File: src/rtl/pem_pkg.sv
// Package for the pad event rotation mapper: payload structs, message codes,
// rotation codes and extra row/column bases. No dependencies.
package pem_pkg;

  localparam logic [3:0] MSG_NOTE_ON     = 4'h9;
  localparam logic [3:0] MSG_CTRL_CHANGE = 4'hb;
  localparam logic [3:0] CHAN_ACCEPTED   = 4'h0;
  localparam logic [3:0] SIDE_KEY_NIBBLE = 4'h8;
  localparam logic [6:0] TOP_CC_FIRST    = 7'h68;
  localparam logic [6:0] TOP_CC_LAST     = 7'h6f;
  localparam logic [6:0] EXT_COL_BASE    = 7'h40;
  localparam logic [6:0] EXT_COL_STEP    = 7'h10;
  localparam logic [6:0] EXT_ROW_BASE    = 7'h60;

  localparam logic [1:0] ROT_0   = 2'd0;
  localparam logic [1:0] ROT_90  = 2'd1;
  localparam logic [1:0] ROT_180 = 2'd2;
  localparam logic [1:0] ROT_270 = 2'd3;

  localparam int unsigned NUM_PADS = 4;

  typedef struct packed {
    logic [1:0] pad_index;
    logic [3:0] message_type;
    logic [3:0] midi_channel;
    logic [6:0] key_number;
    logic [6:0] key_velocity;
  } in_t;

  typedef struct packed {
    logic [3:0] grid_row;
    logic [6:0] grid_column;
    logic [6:0] button_velocity;
  } out_t;

  // remap result handed from the mapping logic to the output stage
  typedef struct packed {
    logic hit;
    out_t res;
  } remap_t;

endpackage

File: src/rtl/pem_remap.sv
// Combinational button remap for one message under one pad rotation.
// Depends on pem_pkg.
module pem_remap (
  input  pem_pkg::in_t    item_i,
  input  logic [1:0]      rot_i,
  output pem_pkg::remap_t map_o
);

  logic       px, py;
  logic [3:0] lo;
  logic [2:0] hi3, k3;
  logic [6:0] ext_col, ext_row;
  logic       is_side, is_grid, is_top;
  logic [3:0] row;
  logic [6:0] col;

  always_comb begin
    px  = item_i.pad_index[0];
    py  = item_i.pad_index[1];
    lo  = item_i.key_number[3:0];
    hi3 = item_i.key_number[6:4];
    k3  = item_i.key_number[2:0];
    ext_col = pem_pkg::EXT_COL_BASE + (px ? pem_pkg::EXT_COL_STEP : 7'd0);
    // pads 1 and 2 land on the same extra-row codes
    ext_row = pem_pkg::EXT_ROW_BASE + {3'd0, px, 3'd0} + {3'd0, py, 3'd0};

    is_side = (item_i.message_type == pem_pkg::MSG_NOTE_ON) &&
              (lo == pem_pkg::SIDE_KEY_NIBBLE);
    is_grid = (item_i.message_type == pem_pkg::MSG_NOTE_ON) && !lo[3];
    is_top  = (item_i.message_type == pem_pkg::MSG_CTRL_CHANGE) &&
              (item_i.key_number >= pem_pkg::TOP_CC_FIRST) &&
              (item_i.key_number <= pem_pkg::TOP_CC_LAST);

    row = 4'd0;
    col = 7'd0;
    if (is_side) begin
      case (rot_i)
        pem_pkg::ROT_0:   begin col = ext_col;                   row = {py, hi3};  end
        pem_pkg::ROT_90:  begin col = ext_row + {4'd0, ~hi3};    row = 4'd0;       end
        pem_pkg::ROT_180: begin col = ext_col;                   row = {py, ~hi3}; end
        default:          begin col = ext_row + {4'd0, hi3};     row = 4'd0;       end
      endcase
    end else if (is_grid) begin
      case (rot_i)
        pem_pkg::ROT_0:   begin col = {3'd0, px, k3};   row = {py, hi3};  end
        pem_pkg::ROT_90:  begin col = {3'd0, py, ~hi3}; row = {px, k3};   end
        pem_pkg::ROT_180: begin col = {3'd0, px, ~k3};  row = {py, ~hi3}; end
        default:          begin col = {3'd0, py, hi3};  row = {px, ~k3};  end
      endcase
    end else if (is_top) begin
      case (rot_i)
        pem_pkg::ROT_0:   begin col = ext_row + {4'd0, k3};  row = 4'd0;      end
        pem_pkg::ROT_90:  begin col = ext_col;               row = {py, k3};  end
        pem_pkg::ROT_180: begin col = ext_row + {4'd0, ~k3}; row = 4'd0;      end
        default:          begin col = ext_col;               row = {py, ~k3}; end
      endcase
    end

    map_o.hit = (item_i.midi_channel == pem_pkg::CHAN_ACCEPTED) &&
                (is_side || is_grid || is_top);
    map_o.res.grid_row        = row;
    map_o.res.grid_column     = col;
    map_o.res.button_velocity = item_i.key_velocity;
  end

endmodule

File: src/rtl/pad_event_rotation_mapper_unit.sv
// Top level of the pad event rotation mapper: input register, rotation
// registers, remap logic and output register. Depends on pem_pkg, pem_remap.
//
//   channel | direction | handshake               | payload
//   in      | sink      | in_valid_i / in_ready_o  | in_data_i  (pem_pkg::in_t)
//   out     | source    | out_valid_o / out_ready_i| out_data_o (pem_pkg::out_t)
//   cfg     | sink      | cfg_we_i                 | cfg_index_i, cfg_data_i
//
// One message per cycle sustained while the output is not stalled; a result
// passes the input register, then the output register, before it is presented.
// Messages that map to no button are dropped after the input register.
// A stall on the output backs up through the input register to in_ready_o;
// the input register still advances while the output register drains.
// Reset clears the valid flags and all four rotations to 0 degrees.
module pad_event_rotation_mapper_unit (
  input  logic           clk_i,
  input  logic           rst_ni,
  input  logic           in_valid_i,
  output logic           in_ready_o,
  input  pem_pkg::in_t   in_data_i,
  output logic           out_valid_o,
  input  logic           out_ready_i,
  output pem_pkg::out_t  out_data_o,
  input  logic           cfg_we_i,
  input  logic [1:0]     cfg_index_i,
  input  logic [1:0]     cfg_data_i
);

  logic [1:0]      rot_q [pem_pkg::NUM_PADS];
  logic            s1_valid_q;
  pem_pkg::in_t    s1_data_q;
  logic            out_valid_q;
  pem_pkg::out_t   out_data_q;
  pem_pkg::remap_t map;
  logic            out_free, s1_adv, in_fire;

  pem_remap u_remap (
    .item_i (s1_data_q),
    .rot_i  (rot_q[s1_data_q.pad_index]),
    .map_o  (map)
  );

  assign out_free   = !out_valid_q || out_ready_i;
  assign s1_adv     = s1_valid_q && (!map.hit || out_free);
  assign in_ready_o = !s1_valid_q || s1_adv;
  assign in_fire    = in_valid_i && in_ready_o;

  always_ff @(posedge clk_i or negedge rst_ni) begin
    if (!rst_ni) begin
      for (int i = 0; i < pem_pkg::NUM_PADS; i++) rot_q[i] <= pem_pkg::ROT_0;
    end else if (cfg_we_i) begin
      rot_q[cfg_index_i] <= cfg_data_i;
    end
  end

  always_ff @(posedge clk_i or negedge rst_ni) begin
    if (!rst_ni) begin
      s1_valid_q  <= 1'b0;
      out_valid_q <= 1'b0;
    end else begin
      if (in_ready_o) s1_valid_q <= in_valid_i;
      if (out_free)   out_valid_q <= s1_valid_q && map.hit;
    end
  end

  always_ff @(posedge clk_i) begin
    if (in_fire) s1_data_q <= in_data_i;
    if (out_free && s1_valid_q && map.hit) out_data_q <= map.res;
  end

  assign out_valid_o = out_valid_q;
  assign out_data_o  = out_data_q;

endmodule

File: config.mk
export PLATFORM = sky130hd
export DESIGN_NAME = pad_event_rotation_mapper_unit
export DESIGN_NICKNAME = d
export VERILOG_FILES = /design/src/rtl/pem_pkg.sv /design/src/rtl/pem_remap.sv /design/src/rtl/pad_event_rotation_mapper_unit.sv
export SDC_FILE = /design/constraint.sdc
export NUM_CORES = 1
export LEC_CHECK = 0
export BUFFER_PORTS_ARGS = -buffer_cell sky130_fd_sc_hd__buf_2
export CAP_MARGIN = 10
export CORE_ASPECT_RATIO = 0.5
export CORE_MARGIN = 5
export CORE_UTILIZATION = 48
export DETAILED_ROUTE_END_ITERATION = 10
export HOLD_SLACK_MARGIN = 0.12
export PLACE_DENSITY = 0.78
export SKIP_CTS_REPAIR_TIMING = 1
export SYNTH_ARGS = -nofsm -noshare
export SYNTH_HDL_FRONTEND = slang
export SYNTH_SLANG_ARGS = --single-unit
File: constraint.sdc
create_clock -name clk_i -period 2.3 [get_ports clk_i]
set_input_delay 0.46 -clock clk_i [delete_from_list [all_inputs] [get_ports clk_i]]
set_output_delay 0.46 -clock clk_i [all_outputs]
set_load 0.02 [all_outputs]
# After elaboration in Yosys (flattened, before gate mapping)
# Index checks and enable logic that the tools add are counted.
# W data, S select, Z words.
totals:
  out_inout_bits: 20
  word_cells: 77
  reg_bits: 52
  input_bits: 33
op_classes:
  n_lt_le_gt_ge: 5
  bitwise: 4
  add_sub_neg: 7
  n_mux: 19
  eq_ne: 5
  n_reduce_logical: 23
ops:
  columns: ["operator", "n"]
  rows:
  - ["$add A7 B3 Y7", 4]
  - ["$pmux W7 S2", 2]
  - ["$pmux W4 S3", 2]
  - ["$mux W7", 3]
  - ["$pmux W4 S2", 2]
  - ["$eq A4 B4 Y1 const B", 3]
  - ["$mux W4", 3]
  - ["$logic_and A1 B1 Y1", 11]
  - ["$bwmux W8", 1]
  - ["$add A6 B5 Y7 const A", 1]
  - ["$add A7 B4 Y7", 1]
  - ["$add A7 B7 Y7 const A", 1]
  - ["$ge A7 B7 Y1 const B", 1]
  - ["$le A7 B7 Y1 const B", 1]
  - ["$ge A3 B3 Y1 const B", 2]
  - ["$mux W2", 3]
  - ["$not A2 Y3", 2]
  - ["$not A3 Y3", 2]
  - ["$logic_or A1 B1 Y1", 5]
  - ["$mux W5", 1]
  - ["$bmux W2 S2", 1]
  - ["$demux W2 S2", 1]
  - ["$logic_not A1 Y1", 4]
  - ["$logic_not A4 Y1", 1]
  - ["other kinds (5)", 5]

# Longest topological paths before layout
# Gate-level depths: netlist (run 1).
logic_depth:
  word_depth: 10
  mapped_depth: 10
  depth_no_buf: 8

# Modules after synthesis
# A second synthesis (run 1) with hierarchy kept.
hier_totals:
  cells_unflattened: 168
  hier_area_um2: 2389.8
modules_own_cells:
  columns: ["module", "cells_each", "n_inst", "seq_area_each_um2", "area_per_inst_um2"]
  rows:
  - ["pad_event_rotation_mapper_unit", 74, 1, 1511.4, 1729.2]
  - ["pem_remap", 94, 1, 0.0, 660.6]

# Least setup slack after synthesis (run 1)
# Ideal clock, no wire load.
synth_timing:
  path_kind: "register to register"
  from: "register s1_data_q[14] (netlist bit)"
  to: "register out_data_q (netlist bit out_data_o[0]), enable pin"
  t_arrival_ns: 2.088
  n_path_buf: 0
  period_less_slack_ns: 2.481
  required_ns: 1.907
  setup_slack_ns: -0.181
  path_stages_with_launch: 5
  setup_time_ns: 0.393
  cell_sequence: "edfxtp_1 -> or4b_2 -> nor3_1 -> o21ai_0 -> nor2_1"
synth_via:
  elab_chain_cells: 3
synth_rtl:
  columns: ["item", "line", "rtl"]
  rows:
  - ["from (decl)", "pad_event_rotation_mapper_unit.sv:31", "pem_pkg::in_t s1_data_q;"]
  - ["from (signal assigned)", "pad_event_rotation_mapper_unit.sv:67", "if (in_fire) s1_data_q <= in_data_i;"]
  - ["$logic_not A4 Y1", "pem_remap.sv:59", "map_o.hit = (item_i.midi_channel == pem_pkg::CHAN_ACCEPTED) &&"]
  - ["$logic_and A1 B1 Y1", "pem_remap.sv:59", null]
  - ["$logic_and A1 B1 Y1", "pad_event_rotation_mapper_unit.sv:68", "if (out_free && s1_valid_q && map.hit) out_data_q <= map.res;"]
  - ["to (signal assigned)", "pad_event_rotation_mapper_unit.sv:68", null]
  - ["to (decl)", "pad_event_rotation_mapper_unit.sv:33", "pem_pkg::out_t out_data_q;"]
# No other way between the ends.
# A chain may end at the register's enable or synchronous reset.

==> flow_summary.yaml, run 1 <==
detailed_routing:
  antenna_left: 0
  wl_um: 4880
  drc: 0
  vias: 1645
  first_pass_iters: 4
  via_per_inst: 5.32
  wire_per_inst_um: 15.8
  drt-initial-drc-count: 93
grt:
  grtUsageTotal: 0.151
  grt_pass1_vias: 1585
  use_met1: 0.202
  grt_util_met3: 0.0326
  grt_pass1_wl_um: 7430
  busiest_layer: "met2"
  grt_max_degree: 25
  grt_use_met2: 0.258
  grt-ovfl-total: 0
  grt_antenna_before_repair: 0
floorplanning:
  ios: 53
  fp.dieH_um: 59.6
  fp.dieW_um: 109
  die-area_mm2: 0.00650
  rows: 18
  start_util: 0.487
  core_mm2: 0.00484
final_layout:
  multi_input_area_um2: 822
  diodes: 0
  seq_area_mm2: 0.00151
  drive_gt1_frac: 0.402
  nets: 278
  synthToLayoutAreaGrowth_pct: 24.4
  fill_cells: 390
  instances_no_fill: 309
clock_tree:
  htree_levels: 2
  root_buffer: "clkbuf_8"
  cts.path.max_buffers: 2
  cts_tree: "yes"
  clk_latency_ps: 300
  cts.clk_slew.worst_paths_ps: 90
  numCtsBuffers: 5
  cts_sinks: 52
yosys:
  syn_avg_cell_area_um2: 13.7
  synth_cells: 172
  synth_warnings: 0
  yosysSeqAreaShare: 0.641
  synth_area_mm2: 0.00236
  synth_fp_nets: 212
  ys_seq_elements: 52
  ys_types: 37
power_and_ir_drop:
  p_leak_nw: 1.16
  p_sw_frac: 0.257
  seqPwrFrac: 0.530
  p_int_w: 0.00159
  combPwrFrac: 0.182
  p_sw_w: 0.000551
  peakVddDrop_uv: 367
  clock_power_share: 0.288
  powerDensity_mw_per_mm2: 731
timing:
  fmax_mhz: 456
  slew_viol_final: 0
  slew_headroom: 0.642
  hold_slack_ps: 328
  fin_crit_ps: 2190
  post-route-worst-setup-slack_ps: 107
  hold_viol: 0
  setup_viol_count_final: 0
  fin_crit_sh: 0.953
  worst_pin_slew_ps: 537
  skew_ps: 10.0
setup_path:
  worstRegToRegCells: 7
  worst_setup_path_end_kind: "flop"
  arrival_ps: 2340
  critPathMaxFanout: 6
  cp-start-kind: "flop"
  r2r_setup_slack_ps: 110
  crit_required_ps: 2450
  path_class: "flop to flop"
flow_run:
  drv_cap: 0
placed_design:
  hpwl_um: 3660
  dp_slack_ps: 104
  place.gp.congestion: 0.919
  numPortBuffers: 52
  dp_cells: 298
min_path:
  holdPathStages: 1
  hp-class: "primary input to flop"
outcome:
  status: "finished, final reports clean"
flip-flops by register name, indices dropped and copies added (netlist names):
register and flops:
s1_valid_q 1, out_valid_o 1, s1_data_q 24, rot_q 8, out_data_o 18
cell usage after synthesis, drive strengths merged:
library cell,instances,area (um2)
a21oi,14,70.1
ha,7,87.6
o21ai,3,15.0
nand2,3,11.3
edfxtp,42,1260
nand4,6,37.5
a21o,1,7.51
mux2i,2,20.0
nor3b,1,7.51
a32oi,3,26.3
o211ai,1,7.51
nand3b,3,22.5
or4b,1,10.0
mux4,2,45.0
buf,2,22.5
inv,10,37.5
and3,2,12.5
nor4,4,40.0
o22ai,3,18.8
nand3,2,10.0
o32ai,1,16.3
a221oi,3,26.3
clkbuf,4,15.0
nor2b,3,18.8
o31a,1,8.76
and4b,1,10.0
nand4b,1,8.76
dfrtp,10,250
o31ai,1,7.51
or3,2,12.5
nor3,9,50.1
mux2,8,90.1
and2,2,12.5
nor2,11,41.3
nand2b,3,18.8
final timing paths:
path / startpoint / end
setup / recovery: s1_data_q[22]$_DFFE_PP_ / out_data_o[7]$_DFFE_PP_
min in group asynchronous: rst_ni / rot_q[2]$_DFFE_PN0P_
hold reg to reg: s1_data_q[0]$_DFFE_PP_ / out_data_o[0]$_DFFE_PP_
setup reg to reg: s1_data_q[22]$_DFFE_PP_ / out_data_o[7]$_DFFE_PP_
hold / removal: in_data_i[17] / s1_data_q[17]$_DFFE_PP_
max in group asynchronous: rst_ni / rot_q[7]$_DFFE_PN0P_
layer usage:
metal / up-vias / part of all wire
li1: 800 / -
met1: 797 / 0.43
met2: 48 / 0.52
met3: 0 / 0.050
met4: 0 / 0
met5: - / 0
stage by stage:
stage	TNS (ps)	utilization	power, W	cell area [um2]
after floorplan	0	-	0.00138	2360
after global placement	0	0.567	0.00149	2750
after detailed placement	0	0.567	0.00150	2750
after CTS	-92.8	0.590	0.00211	2860
after global routing	-31.4	0.606	0.00225	2930
final	0	0.606	0.00214	2930
cell families after synthesis:
kind of cell | count (synthesis) | synth area share
buf+inv | 16 | 0.0318
compound gates | 31 | 0.0865
mux | 12 | 0.0658
simple gates | 54 | 0.137
flops | 52 | 0.641
fa+ha+maj | 7 | 0.0372
worst max-delay path: stages, from the launching register on:
cell and delay [ps]:
edfxtp_1 450, mux4_2 610, inv_2 120, nor2_2 60, ha_1 280, nor4_1 300
a21oi_1 70, o22ai_1 150
cell type report:
type                       count  area share
sequential                    52       0.515
multi-input combinational    104       0.280
timing repair buffer          65       0.124
tap                           70      0.0299
clock buffer                   6      0.0247
clock inverter                 2      0.0132
inverter                      10      0.0128
cell usage in the layout (no fill, tap or decap), types with 5 or more instances in the layout:
master,n
buf_2,51
edfxtp_1,42
a21oi_1,14
buf_4,13
dfrtp_1,10
inv_1,9
nor2_1,8
mux2_2,8
nor3_1,7
ha_1,7
nand4_1,6
clkbuf_8,5
power by group through the flow:
stage / registers, W / logic (W) / clock network, W
6_report: 0.00114 / 0.000390 / 0.000618
2_1_floorplan: 0.00113 / 0.000246 / 0
3_5_place_dp: 0.00115 / 0.000345 / 0
3_3_place_gp: 0.00115 / 0.000339 / 0
4_1_cts: 0.00113 / 0.000346 / 0.000629
5_1_grt: 0.00114 / 0.000434 / 0.000672
No activity file was read; power rests on OpenSTA's default activity.
==> run 2, diff against run 1 <==
--- a/config.mk
+++ b/config.mk
@@ -7,7 +7,6 @@
 export LEC_CHECK = 0
 export BUFFER_PORTS_ARGS = -buffer_cell sky130_fd_sc_hd__buf_2
 export CAP_MARGIN = 10
-export CORE_ASPECT_RATIO = 0.5
 export CORE_MARGIN = 5
 export CORE_UTILIZATION = 48
 export DETAILED_ROUTE_END_ITERATION = 10
@@ -16,4 +15,5 @@
 export SKIP_CTS_REPAIR_TIMING = 1
 export SYNTH_ARGS = -nofsm -noshare
 export SYNTH_HDL_FRONTEND = slang
+export SYNTH_HIERARCHICAL = 1
 export SYNTH_SLANG_ARGS = --single-unit
==> flow_summary.yaml, run 2 <==
outcome:
  status: "complete, but fails checks"
  violations: "setup timing"
yosys:
  synth_top_cell_area_share: 0.528
  synth_commonest_cells: "edfxtp_1 (42), dfrtp_1 (10), o21ai_0 (9)"
  synthTopCellsByArea: "edfxtp_1 (53%), dfrtp_1 (10%), ha_1 (3.7%)"
  synth_edf_count: 42
  synth_warnings: 6
  yosysSeqAreaShare: 0.632
  yosysMostFrequentCell: "edfxtp_1"
  synth_area_mm2: 0.00239
  synthArstFlopShare: 0.192
  ys_types: 40
  ys_seq_elements: 52
  synth_cells: 168
  synth_top_area_cell: "edfxtp_1"
  synth_ff_type: "edfxtp_1"
  synth_fp_nets: 208
  syn_avg_cell_area_um2: 14.2
power_and_ir_drop:
  powerDensity_mw_per_mm2: 696
  finalPower_w: 0.00202
  p_leak_nw: 1.15
  peakVddDrop_uv: 498
timing:
  fin_crit_sh: 1.06
  slew_headroom: 0.648
  fmax_mhz: 410
  fin_crit_ps: 2440
  setup_viol_count_final: 1
  hold_viol: 0
  skew_ps: 9.53
  slew_viol_final: 0
  grt_setup_unrepaired: "true"
  worst_pin_slew_ps: 526
  post-route-worst-setup-slack_ps: -141
floorplanning:
  die-area_mm2: 0.00649
  core_mm2: 0.00479
  fp.dieW_um: 80.6
  rows: 25
  ios: 53
  start_util: 0.499
  fp.dieH_um: 80.6
grt:
  grt_max_degree: 25
  grt_antenna_before_repair: 0
  grt-ovfl-total: 0
  grt_pass1_vias: 1519
  grtUsageTotal: 0.141
  grt_pass1_wl_um: 6960
clock_tree:
  htree_levels: 2
  root_buffer: "clkbuf_8"
  cts_sinks: 52
  cts.path.max_buffers: 2
  clk_latency_ps: 310
  numCtsBuffers: 5
  cts.clk_slew.worst_paths_ps: 100
  cts_tree: "yes"
detailed_routing:
  antenna_left: 0
  wire_per_inst_um: 14.2
  via_per_inst: 5.18
  first_pass_iters: 4
  drc: 0
  drt-initial-drc-count: 73
  vias: 1534
  wl_um: 4200
final_layout:
  largest-register: "s1_data_q"
  instances_no_fill: 296
  nets: 268
  diodes: 0
  fill_cells: 373
  synthToLayoutAreaGrowth_pct: 21.2
  fin_util: 0.605
  drive_gt1_frac: 0.393
  layout_commonest_cell: "buf_2"
  largest_register_ffs: 24
  seq_area_mm2: 0.00151
  multi_input_area_um2: 792
  layout_common_cells: "buf_2 (51), edfxtp_1 (42), buf_4 (13)"
setup_path:
  worstRegToRegCells: 6
  arrival_ps: 1980
  crit_required_ps: 1840
  r2r_setup_slack_ps: 130
  path_class: "flop to primary output"
  cp-start-kind: "flop"
  worst_setup_path_end_kind: "primary output"
  critPathMaxFanout: 5
  cpMaxStageDelayCell: "or4_4"
  crit_path_max_incr_delay_ps: 610
  path_cells: "or4_4, a21oi_4, o21a_1, nand4b_1, buf_4"
flow_run:
  drv_cap: 0
placed_design:
  place.gp.congestion: 0.809
  hpwl_um: 3080
  numPortBuffers: 52
  dp_cells: 281
min_path:
  hp-class: "primary input to flop"
  holdPathStages: 1
run 2: worst paths after layout:
| kind | startpoint | end |
|---|---|---|
| worst max-delay path | s1_data_q[19]$_DFFE_PP_ | in_ready_o |
| worst min-delay path | in_data_i[6] | s1_data_q[6]$_DFFE_PP_ |
| worst max register to register | s1_data_q[19]$_DFFE_PP_ | s1_data_q[7]$_DFFE_PP_ |
| worst min register to register | s1_data_q[4]$_DFFE_PP_ | out_data_o[4]$_DFFE_PP_ |
| max in group asynchronous | rst_ni | rot_q[6]$_DFFE_PN0P_ |
| min in group asynchronous | rst_ni | rot_q[0]$_DFFE_PN0P_ |
run 2: metrics by stage:
| step | instance area, um2 | TNS, ps | hold slack [ps] | setup WS [ps] |
|---|---|---|---|---|
| finish | 2900 | -141 | 318 | -141 |
| global route | 2900 | -242 | 295 | -242 |
| CTS | 2830 | -246 | -8.18 | -246 |
| detailed placement | 2740 | 0 | 329 | 83.5 |
| global placement | 2740 | 0 | 325 | 157 |
| floorplan | 2420 | -235 | 164 | -110 |
run 2: routing by layer:
layer	global-route usage	up-vias	wire length [um]
met5	0	-	0
met4	0.0608	0	66
met3	0.0381	6	254
met2	0.223	52	2100
met1	0.182	723	1770
li1	-	753	-
run 2: power by group:
part,switching (W),internal [W]
combinational,0.000182,0.000176
clock,0.000312,0.000224
sequential,0.0000363,0.00108
total,0.000530,0.00148
run 2: kinds of logic (layout without fill, tap and decap cells):
logic type | count (synthesis) | in the layout | synth area share
AND/OR/NAND/NOR | 41 | 41 | 0.111
AO/OA/AOI/OAI | 27 | 27 | 0.0722
adder cells (fa/ha/maj) | 7 | 7 | 0.0366
buffers and inverters | 21 | 82 | 0.0455
multiplexers | 16 | 16 | 0.0874
flip-flops | 52 | 52 | 0.632
XOR/XNOR | 4 | 4 | 0.0147
run 2: cell type report:
class | instances | area share
inverters | 8 | 0.0104
clock buffers | 5 | 0.0238
well taps | 67 | 0.0289
multi-input cells | 95 | 0.273
clock inverters | 3 | 0.00950
flip-flops and latches | 52 | 0.522
repair buffers | 66 | 0.132
run 2: critical path, delay by kind of cell (launching register included):
family          cells  cell delay [ps]
flops               1              440
compound gates      2              310
simple gates        2              740
buf+inv             1              190
